## src/hw/rtl/assert_macros.svh

```systemverilog
// Assertion helpers shared by the RTL files; each expects clk and rst_n in scope.
`ifndef ASSERT_MACROS_SVH
`define ASSERT_MACROS_SVH

// Property holds at every clock edge outside reset.
`define BXAVG_ASSERT(lbl, prop, msg) \
    lbl: assert property (@(posedge clk) disable iff (!rst_n) (prop)) \
        else $error(msg);

// Consequent holds in the cycle after the antecedent.
`define BXAVG_ASSERT_NEXT(lbl, ante, cons, msg) \
    lbl: assert property (@(posedge clk) disable iff (!rst_n) (ante) |=> (cons)) \
        else $error(msg);

`endif

```

## src/hw/rtl/bxavg_pkg.sv

```systemverilog
`timescale 1ns / 1ps

package bxavg_pkg;

    localparam int COMP_W       = 8;
    localparam int PIX_MAX      = 255;
    localparam int LANES        = 3;
    localparam int ACTION_W     = 2;

    localparam int BW_FIELD_W   = 7;
    localparam int BH_FIELD_W   = 7;
    localparam int COLS_FIELD_W = 10;
    localparam int ROWS_FIELD_W = 11;
    localparam int CFG_DATA_W   = 11;
    localparam int CFG_INDEX_W  = 2;

    localparam int ROW_LIMIT    = 1024;
    localparam int ROWS_W       = $clog2(ROW_LIMIT + 1);
    localparam int ROW_IDX_W    = $clog2(ROW_LIMIT);

    typedef logic [COMP_W-1:0] comp_t;

    typedef enum logic [CFG_INDEX_W-1:0] {
        REG_BLOCK_WIDTH,
        REG_BLOCK_HEIGHT,
        REG_BLOCK_COLS,
        REG_BLOCK_ROWS
    } cfg_reg_t;

    typedef enum logic [ACTION_W-1:0] {
        ACT_SAME  = ACTION_W'(0),
        ACT_SET   = ACTION_W'(1),
        ACT_RESET = ACTION_W'(2)
    } action_t;

    typedef struct packed {
        logic row_start;
        logic last_col;
        logic last_row;
    } job_flags_t;

endpackage

```

## src/hw/rtl/bxavg_if.sv

```systemverilog
`timescale 1ns / 1ps

interface bxavg_pix_if;
    import bxavg_pkg::*;

    logic  valid;
    logic  ready;
    comp_t pixel_red;
    comp_t pixel_green;
    comp_t pixel_blue;

    modport source (output valid, output pixel_red, output pixel_green, output pixel_blue,
                    input ready);
    modport sink (input valid, input pixel_red, input pixel_green, input pixel_blue,
                  output ready);
endinterface


interface bxavg_cfg_if;
    import bxavg_pkg::*;

    logic                   valid;
    logic                   ready;
    logic [CFG_INDEX_W-1:0] index;
    logic [CFG_DATA_W-1:0]  data;

    modport source (output valid, output index, output data, input ready);
    modport sink (input valid, input index, input data, output ready);
endinterface

```

## src/hw/rtl/bxavg_front.sv

```systemverilog
`timescale 1ns / 1ps
`include "assert_macros.svh"

module bxavg_front #(
    parameter int MAX_BLOCK_COLS = 512,
    parameter int MAX_BLOCK_W    = 64,
    parameter int MAX_BLOCK_H    = 64
) (
    input  logic clk,
    input  logic rst_n,
    bxavg_pix_if.sink pix,
    bxavg_cfg_if.sink cfg,
    output logic ram_we,
    output logic [((MAX_BLOCK_COLS > 1) ? $clog2(MAX_BLOCK_COLS) : 1)-1:0] ram_waddr,
    output logic [3*$clog2(MAX_BLOCK_W*MAX_BLOCK_H*bxavg_pkg::PIX_MAX + 1)-1:0] ram_wdata,
    output logic ram_re,
    output logic [((MAX_BLOCK_COLS > 1) ? $clog2(MAX_BLOCK_COLS) : 1)-1:0] ram_raddr,
    input  logic [3*$clog2(MAX_BLOCK_W*MAX_BLOCK_H*bxavg_pkg::PIX_MAX + 1)-1:0] ram_rdata,
    output logic q_push,
    output logic [3*$clog2(MAX_BLOCK_W*MAX_BLOCK_H*bxavg_pkg::PIX_MAX + 1)
                  + $clog2(MAX_BLOCK_W*MAX_BLOCK_H + 1)
                  + $bits(bxavg_pkg::job_flags_t)-1:0] q_data,
    input  logic q_full
);

    import bxavg_pkg::*;

    localparam int WW    = $clog2(MAX_BLOCK_W + 1);
    localparam int HW    = $clog2(MAX_BLOCK_H + 1);
    localparam int NW    = $clog2(MAX_BLOCK_COLS + 1);
    localparam int XW    = (MAX_BLOCK_W > 1) ? $clog2(MAX_BLOCK_W) : 1;
    localparam int YW    = (MAX_BLOCK_H > 1) ? $clog2(MAX_BLOCK_H) : 1;
    localparam int CW    = (MAX_BLOCK_COLS > 1) ? $clog2(MAX_BLOCK_COLS) : 1;
    localparam int SUMW  = $clog2(MAX_BLOCK_W * MAX_BLOCK_H * PIX_MAX + 1);
    localparam int DIVW  = $clog2(MAX_BLOCK_W * MAX_BLOCK_H + 1);

    typedef enum logic [1:0] {
        S_ACCEPT,
        S_MERGE,
        S_PUSH
    } state_t;

    state_t              state_reg;
    logic [WW-1:0]       bw_reg;
    logic [HW-1:0]       bh_reg;
    logic [NW-1:0]       cols_reg;
    logic [ROWS_W-1:0]   rows_reg;
    logic [XW-1:0]       x_reg;
    logic [YW-1:0]       y_reg;
    logic [CW-1:0]       col_reg;
    logic [ROW_IDX_W-1:0] row_reg;
    logic                first_reg;
    logic                done_reg;

    comp_t               px_reg [LANES];
    logic [CW-1:0]       addr_reg;
    logic [LANES*SUMW-1:0] job_sum_reg;
    logic [DIVW-1:0]     job_div_reg;
    job_flags_t          job_flags_reg;

    logic [WW-1:0]       bw_clamped;
    logic [HW-1:0]       bh_clamped;
    logic [NW-1:0]       cols_clamped;
    logic [ROWS_W-1:0]   rows_clamped;
    logic                last_x;
    logic                last_y;
    logic                last_col;
    logic                last_row;
    logic                pix_xfer;
    logic [SUMW-1:0]     sum_lane [LANES];
    logic [LANES*SUMW-1:0] sum_packed;

    always_comb
    begin
        bw_clamped = WW'(MAX_BLOCK_W);
        if (cfg.data[BW_FIELD_W-1:0] == '0)
            bw_clamped = WW'(1);
        else if (32'(cfg.data[BW_FIELD_W-1:0]) <= 32'(MAX_BLOCK_W))
            bw_clamped = WW'(cfg.data[BW_FIELD_W-1:0]);

        bh_clamped = HW'(MAX_BLOCK_H);
        if (cfg.data[BH_FIELD_W-1:0] == '0)
            bh_clamped = HW'(1);
        else if (32'(cfg.data[BH_FIELD_W-1:0]) <= 32'(MAX_BLOCK_H))
            bh_clamped = HW'(cfg.data[BH_FIELD_W-1:0]);

        cols_clamped = NW'(MAX_BLOCK_COLS);
        if (cfg.data[COLS_FIELD_W-1:0] == '0)
            cols_clamped = NW'(1);
        else if (32'(cfg.data[COLS_FIELD_W-1:0]) <= 32'(MAX_BLOCK_COLS))
            cols_clamped = NW'(cfg.data[COLS_FIELD_W-1:0]);

        rows_clamped = ROWS_W'(ROW_LIMIT);
        if (cfg.data[ROWS_FIELD_W-1:0] == '0)
            rows_clamped = ROWS_W'(1);
        else if (32'(cfg.data[ROWS_FIELD_W-1:0]) <= 32'(ROW_LIMIT))
            rows_clamped = ROWS_W'(cfg.data[ROWS_FIELD_W-1:0]);
    end

    assign last_x   = (32'(x_reg) + 32'd1) >= 32'(bw_reg);
    assign last_y   = (32'(y_reg) + 32'd1) >= 32'(bh_reg);
    assign last_col = (32'(col_reg) + 32'd1) >= 32'(cols_reg);
    assign last_row = (32'(row_reg) + 32'd1) >= 32'(rows_reg);

    assign cfg.ready = 1'b1;
    assign pix.ready = (state_reg == S_ACCEPT);
    assign pix_xfer  = pix.valid && pix.ready;

    assign ram_re    = pix_xfer;
    assign ram_raddr = col_reg;

    always_comb
    begin
        for (int k = 0; k < LANES; k++)
        begin
            sum_lane[k] = first_reg ? SUMW'(px_reg[k])
                                    : ram_rdata[k*SUMW +: SUMW] + SUMW'(px_reg[k]);
            sum_packed[k*SUMW +: SUMW] = sum_lane[k];
        end
    end

    assign ram_we    = (state_reg == S_MERGE);
    assign ram_waddr = addr_reg;
    assign ram_wdata = sum_packed;

    assign q_push = (state_reg == S_PUSH) && !q_full;
    assign q_data = {job_sum_reg, job_div_reg, job_flags_reg};

    always_ff @(posedge clk or negedge rst_n)
    begin
        if (!rst_n)
        begin
            state_reg <= S_ACCEPT;
            bw_reg    <= WW'(1);
            bh_reg    <= HW'(1);
            cols_reg  <= NW'(1);
            rows_reg  <= ROWS_W'(1);
            x_reg     <= '0;
            y_reg     <= '0;
            col_reg   <= '0;
            row_reg   <= '0;
            first_reg <= 1'b0;
            done_reg  <= 1'b0;
        end
        else
        begin
            if (cfg.valid)
            begin
                unique case (cfg_reg_t'(cfg.index))
                    REG_BLOCK_WIDTH:  bw_reg   <= bw_clamped;
                    REG_BLOCK_HEIGHT: bh_reg   <= bh_clamped;
                    REG_BLOCK_COLS:   cols_reg <= cols_clamped;
                    REG_BLOCK_ROWS:   rows_reg <= rows_clamped;
                endcase
            end

            unique case (state_reg)
                S_ACCEPT:
                begin
                    if (pix_xfer)
                    begin
                        first_reg <= (x_reg == '0) && (y_reg == '0);
                        done_reg  <= last_x && last_y;
                        state_reg <= S_MERGE;
                        if (!last_x)
                        begin
                            x_reg <= x_reg + XW'(1);
                        end
                        else
                        begin
                            x_reg <= '0;
                            if (!last_col)
                            begin
                                col_reg <= col_reg + CW'(1);
                            end
                            else
                            begin
                                col_reg <= '0;
                                if (!last_y)
                                begin
                                    y_reg <= y_reg + YW'(1);
                                end
                                else
                                begin
                                    y_reg <= '0;
                                    row_reg <= last_row ? '0 : row_reg + ROW_IDX_W'(1);
                                end
                            end
                        end
                    end
                end
                S_MERGE:
                begin
                    state_reg <= done_reg ? S_PUSH : S_ACCEPT;
                end
                S_PUSH:
                begin
                    if (!q_full)
                    begin
                        state_reg <= S_ACCEPT;
                    end
                end
                default:
                begin
                    state_reg <= S_ACCEPT;
                end
            endcase
        end
    end

    always_ff @(posedge clk)
    begin
        if (pix_xfer)
        begin
            px_reg[0]     <= pix.pixel_red;
            px_reg[1]     <= pix.pixel_green;
            px_reg[2]     <= pix.pixel_blue;
            addr_reg      <= col_reg;
            job_div_reg   <= DIVW'(32'(bw_reg) * 32'(bh_reg));
            job_flags_reg <= '{row_start: (col_reg == '0), last_col: last_col,
                               last_row: last_row};
        end
        if (state_reg == S_MERGE)
        begin
            job_sum_reg <= sum_packed;
        end
    end

    `BXAVG_ASSERT_NEXT(a_xfer_merges, pix_xfer, ram_we, "accepted pixel not merged")
    `BXAVG_ASSERT(a_push_after_done, q_push |-> done_reg, "job pushed for unfinished block")

endmodule

```

## src/flat_wrapper.sv

```systemverilog
// flat-port wrapper written by rule: the top's interface ports become plain ports
module bxavg_front_flat import bxavg_pkg::*;
#(
    parameter int MAX_BLOCK_COLS = 512,
    parameter int MAX_BLOCK_W    = 64,
    parameter int MAX_BLOCK_H    = 64
)
  (clk, rst_n, ram_we, ram_waddr, ram_wdata, ram_re, ram_raddr, ram_rdata, q_push, q_data, q_full, pix_valid, pix_pixel_red, pix_pixel_green, pix_pixel_blue, pix_ready, cfg_valid, cfg_index, cfg_data, cfg_ready);
  bxavg_pix_if pix_i ();
  bxavg_cfg_if cfg_i ();
  input  logic clk;
  input  logic rst_n;
  output logic ram_we;
  output logic [((MAX_BLOCK_COLS > 1) ? $clog2(MAX_BLOCK_COLS) : 1)-1:0] ram_waddr;
  output logic [3*$clog2(MAX_BLOCK_W*MAX_BLOCK_H*bxavg_pkg::PIX_MAX + 1)-1:0] ram_wdata;
  output logic ram_re;
  output logic [((MAX_BLOCK_COLS > 1) ? $clog2(MAX_BLOCK_COLS) : 1)-1:0] ram_raddr;
  input  logic [3*$clog2(MAX_BLOCK_W*MAX_BLOCK_H*bxavg_pkg::PIX_MAX + 1)-1:0] ram_rdata;
  output logic q_push;
  output logic [3*$clog2(MAX_BLOCK_W*MAX_BLOCK_H*bxavg_pkg::PIX_MAX + 1)
                  + $clog2(MAX_BLOCK_W*MAX_BLOCK_H + 1)
                  + $bits(bxavg_pkg::job_flags_t)-1:0] q_data;
  input  logic q_full;
  input wire logic [$bits(pix_i.valid)-1:0] pix_valid;
  input wire logic [$bits(pix_i.pixel_red)-1:0] pix_pixel_red;
  input wire logic [$bits(pix_i.pixel_green)-1:0] pix_pixel_green;
  input wire logic [$bits(pix_i.pixel_blue)-1:0] pix_pixel_blue;
  output wire logic [$bits(pix_i.ready)-1:0] pix_ready;
  input wire logic [$bits(cfg_i.valid)-1:0] cfg_valid;
  input wire logic [$bits(cfg_i.index)-1:0] cfg_index;
  input wire logic [$bits(cfg_i.data)-1:0] cfg_data;
  output wire logic [$bits(cfg_i.ready)-1:0] cfg_ready;
  assign pix_i.valid = pix_valid;
  assign pix_i.pixel_red = pix_pixel_red;
  assign pix_i.pixel_green = pix_pixel_green;
  assign pix_i.pixel_blue = pix_pixel_blue;
  assign pix_ready = pix_i.ready;
  assign cfg_i.valid = cfg_valid;
  assign cfg_i.index = cfg_index;
  assign cfg_i.data = cfg_data;
  assign cfg_ready = cfg_i.ready;
  bxavg_front #(.MAX_BLOCK_COLS(MAX_BLOCK_COLS), .MAX_BLOCK_W(MAX_BLOCK_W), .MAX_BLOCK_H(MAX_BLOCK_H)) u_core (.clk(clk), .rst_n(rst_n), .pix(pix_i), .cfg(cfg_i), .ram_we(ram_we), .ram_waddr(ram_waddr), .ram_wdata(ram_wdata), .ram_re(ram_re), .ram_raddr(ram_raddr), .ram_rdata(ram_rdata), .q_push(q_push), .q_data(q_data), .q_full(q_full));
endmodule
```

## config.mk

```make
export PLATFORM = sky130hd
export DESIGN_NAME = bxavg_front_flat
export DESIGN_NICKNAME = d
export VERILOG_FILES = /design/src/hw/rtl/bxavg_pkg.sv /design/src/hw/rtl/bxavg_if.sv /design/src/hw/rtl/bxavg_front.sv /design/src/flat_wrapper.sv
export VERILOG_INCLUDE_DIRS = /design/src /design/src/hw/rtl
export SDC_FILE = /design/constraint.sdc
export NUM_CORES = 1
export LEC_CHECK = 0
export BUFFER_PORTS_ARGS = -buffer_cell sky130_fd_sc_hd__clkbuf_2
export CORE_MARGIN = 4
export CORE_UTILIZATION = 30
export CTS_CLUSTER_DIAMETER = 80
export DETAILED_ROUTE_END_ITERATION = 8
export PLACE_DENSITY = 0.54
export SLEW_MARGIN = 20
export SYNTH_ARGS = -nofsm -noshare
export SYNTH_HDL_FRONTEND = slang
export SYNTH_SLANG_ARGS = --single-unit
```

## constraint.sdc

```tcl
create_clock -name clk -period 4 [get_ports clk]
set_input_delay 0.2 -clock clk [delete_from_list [all_inputs] [get_ports clk]]
set_output_delay 0.2 -clock clk [all_outputs]
set_load 0.02 [all_outputs]
```

* Yosys cells after proc, flatten, opt, wreduce, memory -nomap -nowiden
Memory sizes are Yosys's and may differ from the RTL's.
Cells that the tools add are included.
** Storage, ports and cells
- Memory bits (writable) :: 24
- Bits in latches :: 0
- Register bits after elaboration :: 155
- Memory bits (read-only) :: 0
- Input port bits :: 102
- Memories :: 1
** Memory list
- u_core.px_reg :: depth 3, width 8, rd ports 3, clocked after Yosys merged registers in 0, write ports 3, line bxavg_front.sv:55 : comp_t px_reg [LANES];
** Cells by class
- Mux-type cells :: 19
- Bitwise operators :: 0
- Reduce and logical (&&, ||, !) cells :: 22
- $mul :: 1
- Add/sub/neg operators :: 11
- Eq/ne operators :: 7
- Shift-type cells :: 0
- $lt $le $gt $ge :: 7
- Divide/modulo/power cells :: 0
** Operator list (count)
- greater-or-equal comparator 32 x 7 -> 1 bit :: 2
- adder 20 x 8 -> 20 bit :: 3
- two-way mux 20 bit :: 3
- greater-or-equal comparator 32 x 10 -> 1 bit :: 1
- greater-or-equal comparator 32 x 11 -> 1 bit :: 1
- two-way mux 10 bit :: 3
- two-way mux 11 bit :: 2
- adder 6 x 1 -> 7 bit (second input constant) :: 2
- two-way mux 7 bit :: 2
- multiplier 7 x 7 -> 13 bit :: 1
- adder 6 x 1 -> 6 bit (second input constant) :: 2
- logical NOT 6 bit :: 2
- two-way mux 6 bit :: 2
- AND reduction 2 bit :: 6
- adder 10 x 1 -> 11 bit (second input constant) :: 1
- less-or-equal comparator 11 bit (second input constant) :: 1
- logical NOT 11 bit :: 1
- adder 10 x 1 -> 10 bit (second input constant) :: 1
- adder 9 x 1 -> 10 bit (second input constant) :: 1
- less-or-equal comparator 10 bit (second input constant) :: 1
- logical NOT 10 bit :: 1
- adder 9 x 1 -> 9 bit (second input constant) :: 1
- logical NOT 9 bit :: 1
- two-way mux 9 bit :: 1
- 14 further kinds :: 25

* Longest topological paths before layout
Gate-level depths: netlist of the first run.
- Depth after elaboration :: 4
- Mapped depth :: 14

* Least setup slack after synthesis of the first run
No wires, ideal clock.
- Path kind :: register to register
- From :: register u_core.bw_reg[0]
- To :: register u_core.job_div_reg[12], data pin
- Arrival time :: 3.875 ns
- Buffers on the path :: 0
- Clock period less this slack :: 4.135 ns
- Path slack :: -0.135 ns
- Stages on the path, launching flop included :: 13
- Path through :: dfstp_2 nand2_1 fa_1 fa_1 fa_1 inv_1 fa_1 ha_1 o21ai_0 nor2_1 o41ai_1 o21ai_0 xnor2_1
** On the way
- Word-level cells in the longest chain between the ends :: 1
** Ends and longest elaborated chain
- from (decl) :: line bxavg_front.sv:44 : logic [WW-1:0] bw_reg;
- from (signal assigned) :: line bxavg_front.sv:150 : REG_BLOCK_WIDTH: bw_reg <= bw_clamped;
- multiplier 7 x 7 -> 13 bit :: line bxavg_front.sv:219 : job_div_reg <= DIVW'(32'(bw_reg) * 32'(bh_reg));
- to (signal assigned) :: line bxavg_front.sv:219
- to (decl) :: line bxavg_front.sv:58 : logic [DIVW-1:0] job_div_reg;
Every way passes these cells.
A chain may end at the register's enable or synchronous reset.

* Final worst setup path of the first run
- From :: register u_core.bw_reg[0]
- To :: register u_core.job_div_reg[11], data pin
Same word-level chain as after synthesis.

==> results summary, run 1 <==
The flow ran to the end, and the final reports show no timing, DRC or antenna violations. In the final layout, the share of cells above drive strength 1 is 0.266. The number of cell rows came out at 69.

The via density per instance came out at approximately 4.8. The distinct cell type count after synthesis came out at 63. For this configuration, the core starts out at a cell density of 0.306. The cell area after placement came out at 13000 µm².

The register area share after synthesis came out at 0.459. Power spread over the standard cell area amounts to roughly 520 nW/µm². Clock skew on the completed layout was measured at between 9 and 10 ps. The post-CTS repair timing setup buffer count came out at 0. At the end of the flow, the number of nets in the layout was ~1600. In the final routed layout, each cell accounts on average for ~17 µm.

Clock tree synthesis inserted a total of 17 buffers. The number of enable flip-flop cells after synthesis came out at 109. The portion of total power attributed to the clock network came out at 0.226.

The detail route stage leaves a number of antenna-violating nets equal to 0. For this run, the number of Yosys warnings is 0. The number of cells in the finished layout apart from fillers came out at around 1800. Averaged over all synthesized cells, the footprint is 10.5 µm². The register share of total power is 0.377. The maximum achievable frequency is ~0.25 GHz. The static power due to leakage is 0.00636 µW. The count of input and output buffers came out at 259.

The placed wire-length estimate after detailed placement came out at 23.8 mm. Setup repair after global routing could not meet its margin everywhere. The actual slew at the worst max-slew pin is between 800 and 900 ps. The die height came out at 199 µm. sky130_fd_sc_hd__edfxtp_1 takes more of the synthesized area than any other cell.

The source-to-sink clock delay at the later pin of the worst-skew pair is 450 ps. The clock passes through at most 2 buffers. The die covers about 40000 µm². The synthesized design contains roughly 180 register bits. The critical path's slowest cell is sky130_fd_sc_hd__fa_1.

For this run, design rule violations remaining after detail routing come to 0. The final count of negative-setup-slack endpoints is 0. Sorting the synthesized cells by how often they occur yields sky130_fd_sc_hd__edfxtp_1 (109), sky130_fd_sc_hd__ha_1 (96), sky130_fd_sc_hd__inv_1 (96), sky130_fd_sc_hd__nand2_1 (93), sky130_fd_sc_hd__o21ai_0 (83). Synthesis produced between 1000 and 1500 cells. The tightest min-delay check is of the in2reg type. For this block, the initial DRC count from the detailed router was around 380. The number of antenna violations at the first check in global routing came to 0.

The global-route wire length before repair came out at approximately 47 mm. The data arrival time of the critical path is between 4000 and 5000 ps. TritonCTS built the clock tree. The worst slew margin relative to its limit came out at 0.414.

The longest individual stage delay on the worst path came out at approximately 570 ps. The flip-flop count of the largest register after layout is 60. After synthesis, the share of flip-flops with an asynchronous set or reset is 0.391. The area overhead of the layout relative to synthesis is 26.4%.

The most used flip-flop cell after synthesis is sky130_fd_sc_hd__edfxtp_1. The final period demand of the worst path came out at 3980 ps. The antenna diode count is 0. Entering global routing, the biggest net connects 63 pins.

The combinational share of power came out at 0.397. The routed wire length came out at 30.3 mm. The number of buffer and inverter stages on the critical path came out at 1. The worst setup path is captured at a register. The synthesized net count is 1270. The number of max-slew violations in the final report is 0.

The worst setup path is launched from a register. The critical path goes through nand2_2, fa_1, fa_1, fa_1, inv_1, fa_1, ha_4, nand2_1, o21ai_2, or4_4, a211o_1, o211ai_1. The count of final hold-check violations came out at 0. Across the VDD grid, the largest voltage drop is approximately 0.33 mV. The number of sinks driven by the clock tree came out at 179. Sorting the synthesized cells by area gives the leading types as sky130_fd_sc_hd__edfxtp_1 (30%), sky130_fd_sc_hd__dfrtp_1 (15%), sky130_fd_sc_hd__ha_1 (11%).

The core area is 35700 µm². The global router's overall resource usage is 0.152. The final weighted congestion in routability-driven placement is between 0.8 and 0.9. Once layout is done, the placed cells without fillers occupy 13800 µm².

Of all nets on the critical path, the largest fanout is 4. After detailed placement, the design holds a cell count of 1771. From left edge to right edge, the die measures 199 µm.

The number of optimization iterations in the first detailed-route pass is 4. The number of H-tree levels came out at 4. The final critical-path share of the clock period is 0.994. The boundary pin count came out at 261.

Clock-pin slew was measured on the worst setup and hold paths at 80 ps. The switching share of total power is 0.409. The cell area after synthesis is approximately 11000 µm². The root buffer cell chosen for the clock tree is sky130_fd_sc_hd__clkbuf_16. The detailed-route via count is 8732. The tool flagged a number of max-cap violations equal to 0.

The cell family contributing the most delay on the critical path is adder cells. The fill cell total of the finished layout came out at 3591. The aggregate global routing overflow came out at 0. The share of synthesized area in the top cell type comes to 0.299. Data on the critical path is required at its endpoint by around 4300 ps. The worst setup path is of the reg2reg kind.

The internal power of the cells totals between 4000 and 5000 µW. The number of global-route vias before repair is 8771. The cell seen most often among critical-path stages is sky130_fd_sc_hd__fa_1. The net load switching power is 2950 µW. Yosys instantiated no cell more often than sky130_fd_sc_hd__edfxtp_1.
## repair_timing
action / CTS / global route
hold buffers: 28 / 0
setup endpoints to repair: 4 / 4
resized for setup: 9 / 2
hold endpoints to repair: 58 / 0
pin swaps: 11 / 7
## worst paths after layout
kind / startpoint / end / slack [ps] / depth (start not counted)
max: u_core.bw_reg[0] / u_core.job_div_reg[11] / 20 / 12
min: cfg_data[5] / u_core.cols_reg[5] / 80 / 2
max reg2reg: u_core.bw_reg[0] / u_core.job_div_reg[11] / 20 / 12
min reg2reg: u_core.cols_reg[6] / u_core.cols_reg[6] / 490 / 2
max in group asynchronous: rst_n / u_core.bh_reg[1] / 2620 / 3
min in group asynchronous: rst_n / u_core.done_reg / 360 / 2
## layout make-up
type	instances	area, µm²	area share
Inverter	96	360	0.0260
Multi-Input combinational cell	746	5510	0.398
Tap cell	461	577	0.0417
Sequential cell	179	5040	0.364
Clock buffer	17	425	0.0307
Timing Repair Buffer	317	1810	0.131
Clock inverter	15	124	0.00895
## worst register-to-register path, cell delays in order, from the launching register on
cell and delay [ps]:
sky130_fd_sc_hd__dfstp_2 540, sky130_fd_sc_hd__nand2_2 60, sky130_fd_sc_hd__fa_1 570, sky130_fd_sc_hd__fa_1 440, sky130_fd_sc_hd__fa_1 510, sky130_fd_sc_hd__inv_1 50
sky130_fd_sc_hd__fa_1 530, sky130_fd_sc_hd__ha_4 220, sky130_fd_sc_hd__nand2_1 70, sky130_fd_sc_hd__o21ai_2 70, sky130_fd_sc_hd__or4_4 430, sky130_fd_sc_hd__a211o_1 260
sky130_fd_sc_hd__o211ai_1 80
## power by group through the flow
stage | Sequential, µW | Combinational (µW) | Clock, µW
global route | 2770 | 3170 | 1750
finish | 2720 | 2860 | 1620
global placement | 2750 | 2850 | 0
detailed placement | 2760 | 2880 | 0
floorplan | 2900 | 1620 | 0
CTS | 2720 | 2920 | 1690
## cells by family (layout without fill, tap and decap cells)
logic type,Yosys count,after routing,synth area share
fa+ha+maj,123,123,0.158
mux,18,18,0.0181
buf+inv,121,445,0.0421
simple gates,330,330,0.147
other cells,1,1,0.000343
xor+xnor,69,69,0.0552
compound gates,205,205,0.119
flops,179,179,0.459
## layout by cell type, fill, tap and decap left out, drive strengths merged, types with 18 or more instances in the layout
cell | netlist | final
edfxtp | 109 | 109
dlygate4sd3 | 0 | 28
nand2b | 19 | 19
clkbuf | 21 | 275
and2 | 18 | 18
fa | 26 | 26
buf | 4 | 31
nor2 | 75 | 75
nand2 | 93 | 93
o21ai | 86 | 86
inv | 96 | 103
a21oi | 38 | 38
nand3 | 38 | 38
a22o | 27 | 27
xnor2 | 29 | 29
xor2 | 40 | 40
ha | 96 | 96
dfrtp | 66 | 66
## through the flow
step           power, µW  hold WS, ps  setup slack [ps]   util  TNS [ps]
2_1_floorplan       4520        -95.6              22.5      -         0
3_3_place_gp        5610          322             -68.4  0.363      -121
3_5_place_dp        5640          325              -136  0.363      -251
4_1_cts             7330         60.2              -119  0.387      -274
5_1_grt             7700         71.1              -121  0.387      -298
6_report            7200         77.9              22.1  0.387         0
## layer usage
| layer | wire, µm | vias to the layer above | track usage |
|---|---|---|---|
| met2 | 14600 | 233 | 0.256 |
| met5 | 0 | - | 0 |
| met1 | 13400 | 4165 | 0.195 |
| met4 | 446 | 0 | 0.0420 |
| li1 | - | 4308 | - |
| met3 | 1880 | 26 | 0.0351 |
Power figures use the tool's default switching activity.
==> inputs of run 2 (changes only) <==
Settings changed: REMOVE_ABC_BUFFERS set to 1.
==> run 2 against run 1 <==
  * The flow now finishes with violations (negative hold slack)
  * First-iteration DRC count is 3.2% higher
  * Final area is 1.5% higher
  * Worst hold slack got worse by 97 ps
  * Cell count grew 0.49%
  * Sequential power down 1%
  * Flip-flop and latch count stayed put
  * Total power increased by 2.4%
  * Clock power grew 6%
  * Fmax down 0.47%
  * Count of clock-buffer cells in the layout increased by 2
  * Via count rose by 2.0%
==> results summary, run 2 (synthesis gave the netlist of run 1 again) <==
The area of the die is 39600 µm² (unchanged). The post-route worst hold slack is -19.1 ps (was 77.9 ps). The flip-flop count of the largest register after layout came out at 60 (unchanged). The final period demand of the worst path came to 4000 ps (was 3980 ps). The initial standard-cell utilization of the core is 0.306 (unchanged). The remaining antenna violation count is 0 (unchanged).

Commonest cells after routing, fill and taps aside: sky130_fd_sc_hd__clkbuf_2 (258), sky130_fd_sc_hd__edfxtp_1 (109), sky130_fd_sc_hd__inv_1 (92) (was sky130_fd_sc_hd__clkbuf_2 (258), sky130_fd_sc_hd__edfxtp_1 (109), sky130_fd_sc_hd__inv_1 (95), sky130_fd_sc_hd__ha_1 (95), sky130_fd_sc_hd__nand2_1 (92)). The cell area after placement came out at 13000 µm² (about the same). The peak supply drop is 0.241 mV (was 0.333 mV). The commonest non-fill, non-tap cell in the layout is sky130_fd_sc_hd__clkbuf_2 (unchanged).

The number of optimization iterations in the first detailed-route pass is 4 (unchanged). The source-to-sink clock delay at the later pin of the worst-skew pair came out at 440 ps (was 450 ps). The area overhead of the layout relative to synthesis was 28.3% (was 26.4%). The clock root buffer is sky130_fd_sc_hd__clkbuf_16 (unchanged). The worst path required time is 4280 ps (was 4290 ps). The die height came out at 199 µm (unchanged). The number of cell rows came to 69 (unchanged).

The number of global-route vias before repair is 8889 (was 8771). The number of H-tree levels came out at 4 (unchanged). The number of sinks driven by the clock tree is 179 (unchanged). The power density over the cells is 525 nW/µm² (was 520 nW/µm²). The total CTS buffers came out at 17 (unchanged). The largest net degree at the start of global routing came out at 71 (was 63). The class of the most critical hold timing path is in2async (was in2reg). The count of input and output buffers came to 259 (unchanged). The post-CTS repair timing setup buffer count was 0 (unchanged). The number of violations of the max-capacitance limit was 0 (unchanged).

The clock tree from TritonCTS is built (unchanged). The count of final hold-check violations came out at 28 (was 0). The final weighted congestion in routability-driven placement came out at 0.868 (was 0.851). The aggregate global routing overflow came to 0 (unchanged). The boundary pin count is 261 (unchanged). The kind of end point of the critical path is a register (unchanged).

Unrepaired setup endpoints after global routing: yes (unchanged). The total DRC errors in the routed layout is 0 (unchanged). The final critical-path share of the clock period is 0.999 (was 0.994). The net total in the final layout is 1590 (was 1581).

The deepest clock path buffer count came out at 2 (unchanged). The count of routing violations after the opening detailed-route iteration came out at 387 (was 375). The global-route wire length before repair came out at 47.9 mm (was 47.4 mm). The core area is 35700 µm² (unchanged). The power after layout came out at 7380 µW (was 7200 µW). The actual slew at the worst max-slew pin is 910 ps (was 868 ps).

The checks that failed: negative hold slack. The cell area after layout came out at 14000 µm² (was 13800 µm²). Outcome: finished with violations (was finished, final reports clean). The worst clock skew on the final layout came out at 16.6 ps (was 9.82 ps). The static power due to leakage is 0.00642 µW (was 0.00636 µW). The data arrival time of the critical path came out at 4270 ps (about the same).

The routed wire length per instance is 16.8 µm (was 16.6 µm). The global router's overall resource usage came out at 0.152 (about the same). The number of max-slew violations in the final report came out at 0 (unchanged). The worst slew margin relative to its limit came out at 0.393 (was 0.414). The final setup TNS is 0 ps (unchanged).

The category of the most critical setup path was reg2reg (unchanged). The routed wire length is 30.8 mm (was 30.3 mm). The fill cell total of the finished layout is 3558 (was 3591). The via density per instance is 4.84 (was 4.77). The highest net fanout along the worst path is 4 (unchanged).

The final count of negative-setup-slack endpoints came out at 0 (unchanged). The maximum achievable frequency came to 0.250 GHz (was 0.251 GHz). The clock transition time at the flip-flop clock pins of the worst setup and hold paths came out at 70 ps (was 80 ps). The number of antenna violations at the first check in global routing is 0 (unchanged). The placed wire-length estimate after detailed placement is 24.1 mm (was 23.8 mm). The antenna diode count is 0 (unchanged). The horizontal die dimension is 199 µm (unchanged). The share of final-layout standard cells stronger than drive strength 1 came to 0.285 (was 0.266). The detailed-route via count is 8903 (was 8732). The sort of element at the start of the critical path is a register (unchanged).
-- run 2: cell count changes in the layout (fill, tap and decap cells not counted), moves of 3 or more --
cell / delta
sky130_fd_sc_hd__ha_4: +7
sky130_fd_sc_hd__nand2_1: -3
sky130_fd_sc_hd__inv_1: -3
sky130_fd_sc_hd__buf_4: +13
sky130_fd_sc_hd__inv_2: +3
sky130_fd_sc_hd__dlygate4sd3_1: -3
sky130_fd_sc_hd__nand2_2: +3
sky130_fd_sc_hd__ha_1: -7
-- run 2: worst max-delay path, cell delays in order, from the launching register on --
cell	delay [ps]
sky130_fd_sc_hd__dfstp_2	540
sky130_fd_sc_hd__nand2_2	50
sky130_fd_sc_hd__fa_1	520
sky130_fd_sc_hd__fa_1	430
sky130_fd_sc_hd__fa_1	540
sky130_fd_sc_hd__inv_1	50
sky130_fd_sc_hd__fa_1	530
sky130_fd_sc_hd__ha_4	230
sky130_fd_sc_hd__nand2_2	60
sky130_fd_sc_hd__o21ai_2	50
sky130_fd_sc_hd__or4_4	490
sky130_fd_sc_hd__a211o_1	260
sky130_fd_sc_hd__o211ai_1	70
-- run 2: final cells by class --
type	count	area, µm²	area share
timing repair buffer	326	1860	0.133
sequential	179	5030	0.358
inverter	96	360	0.0257
tap	461	577	0.0411
clock buffer	19	475	0.0338
clock inverter	13	111	0.00793
multi-input combinational	746	5630	0.401
-- run 2: metrics by stage --
| step | std cells | setup slack [ps] | util |
|---|---|---|---|
| after floorplan | 1021 | -135 | - |
| after global routing | 1840 | -92.9 | 0.393 |
| final | 1840 | 3.21 | 0.393 |
| after CTS | 1840 | -105 | 0.389 |
| after detailed placement | 1783 | -267 | 0.365 |
| after global placement | 1783 | -261 | 0.365 |
-- run 2: worst paths after layout --
| check | from | end | slack (ps) | depth (start not counted) |
|---|---|---|---|---|
| min reg2reg | u_core.cols_reg[8] | u_core.cols_reg[8] | 480 | 2 |
| min in group clk | cfg_data[7] | u_core.rows_reg[7] | 60 | 3 |
| max in group asynchronous | rst_n | u_core.first_reg | 3370 | 2 |
| max reg2reg | u_core.bw_reg[0] | u_core.job_div_reg[11] | 3 | 12 |
| max | u_core.bw_reg[0] | u_core.job_div_reg[11] | 3 | 12 |
| min | rst_n | u_core.cols_reg[1] | -20 | 2 |
-- run 2: power breakdown --
part           internal [µW]  switching [µW]
sequential              2430             253
clock                    894             815
combinational           1060            1930
-- run 2: metal layers --
metal  routed length (µm)  global-route usage  up-vias
met5                    0                   0        -
met4                  522              0.0408        0
li1                     -                   -     4336
met2                14800               0.260      257
met1                13300               0.193     4281
met3                 2130              0.0371       29
-- run 2: what timing repair did --
item	CTS	global route
pin swaps	11	14
hold buffers	25	0
endpoints found under the setup margin	4	4
gates resized for setup	9	24
hold endpoints to repair	25	0
gates cloned	0	0
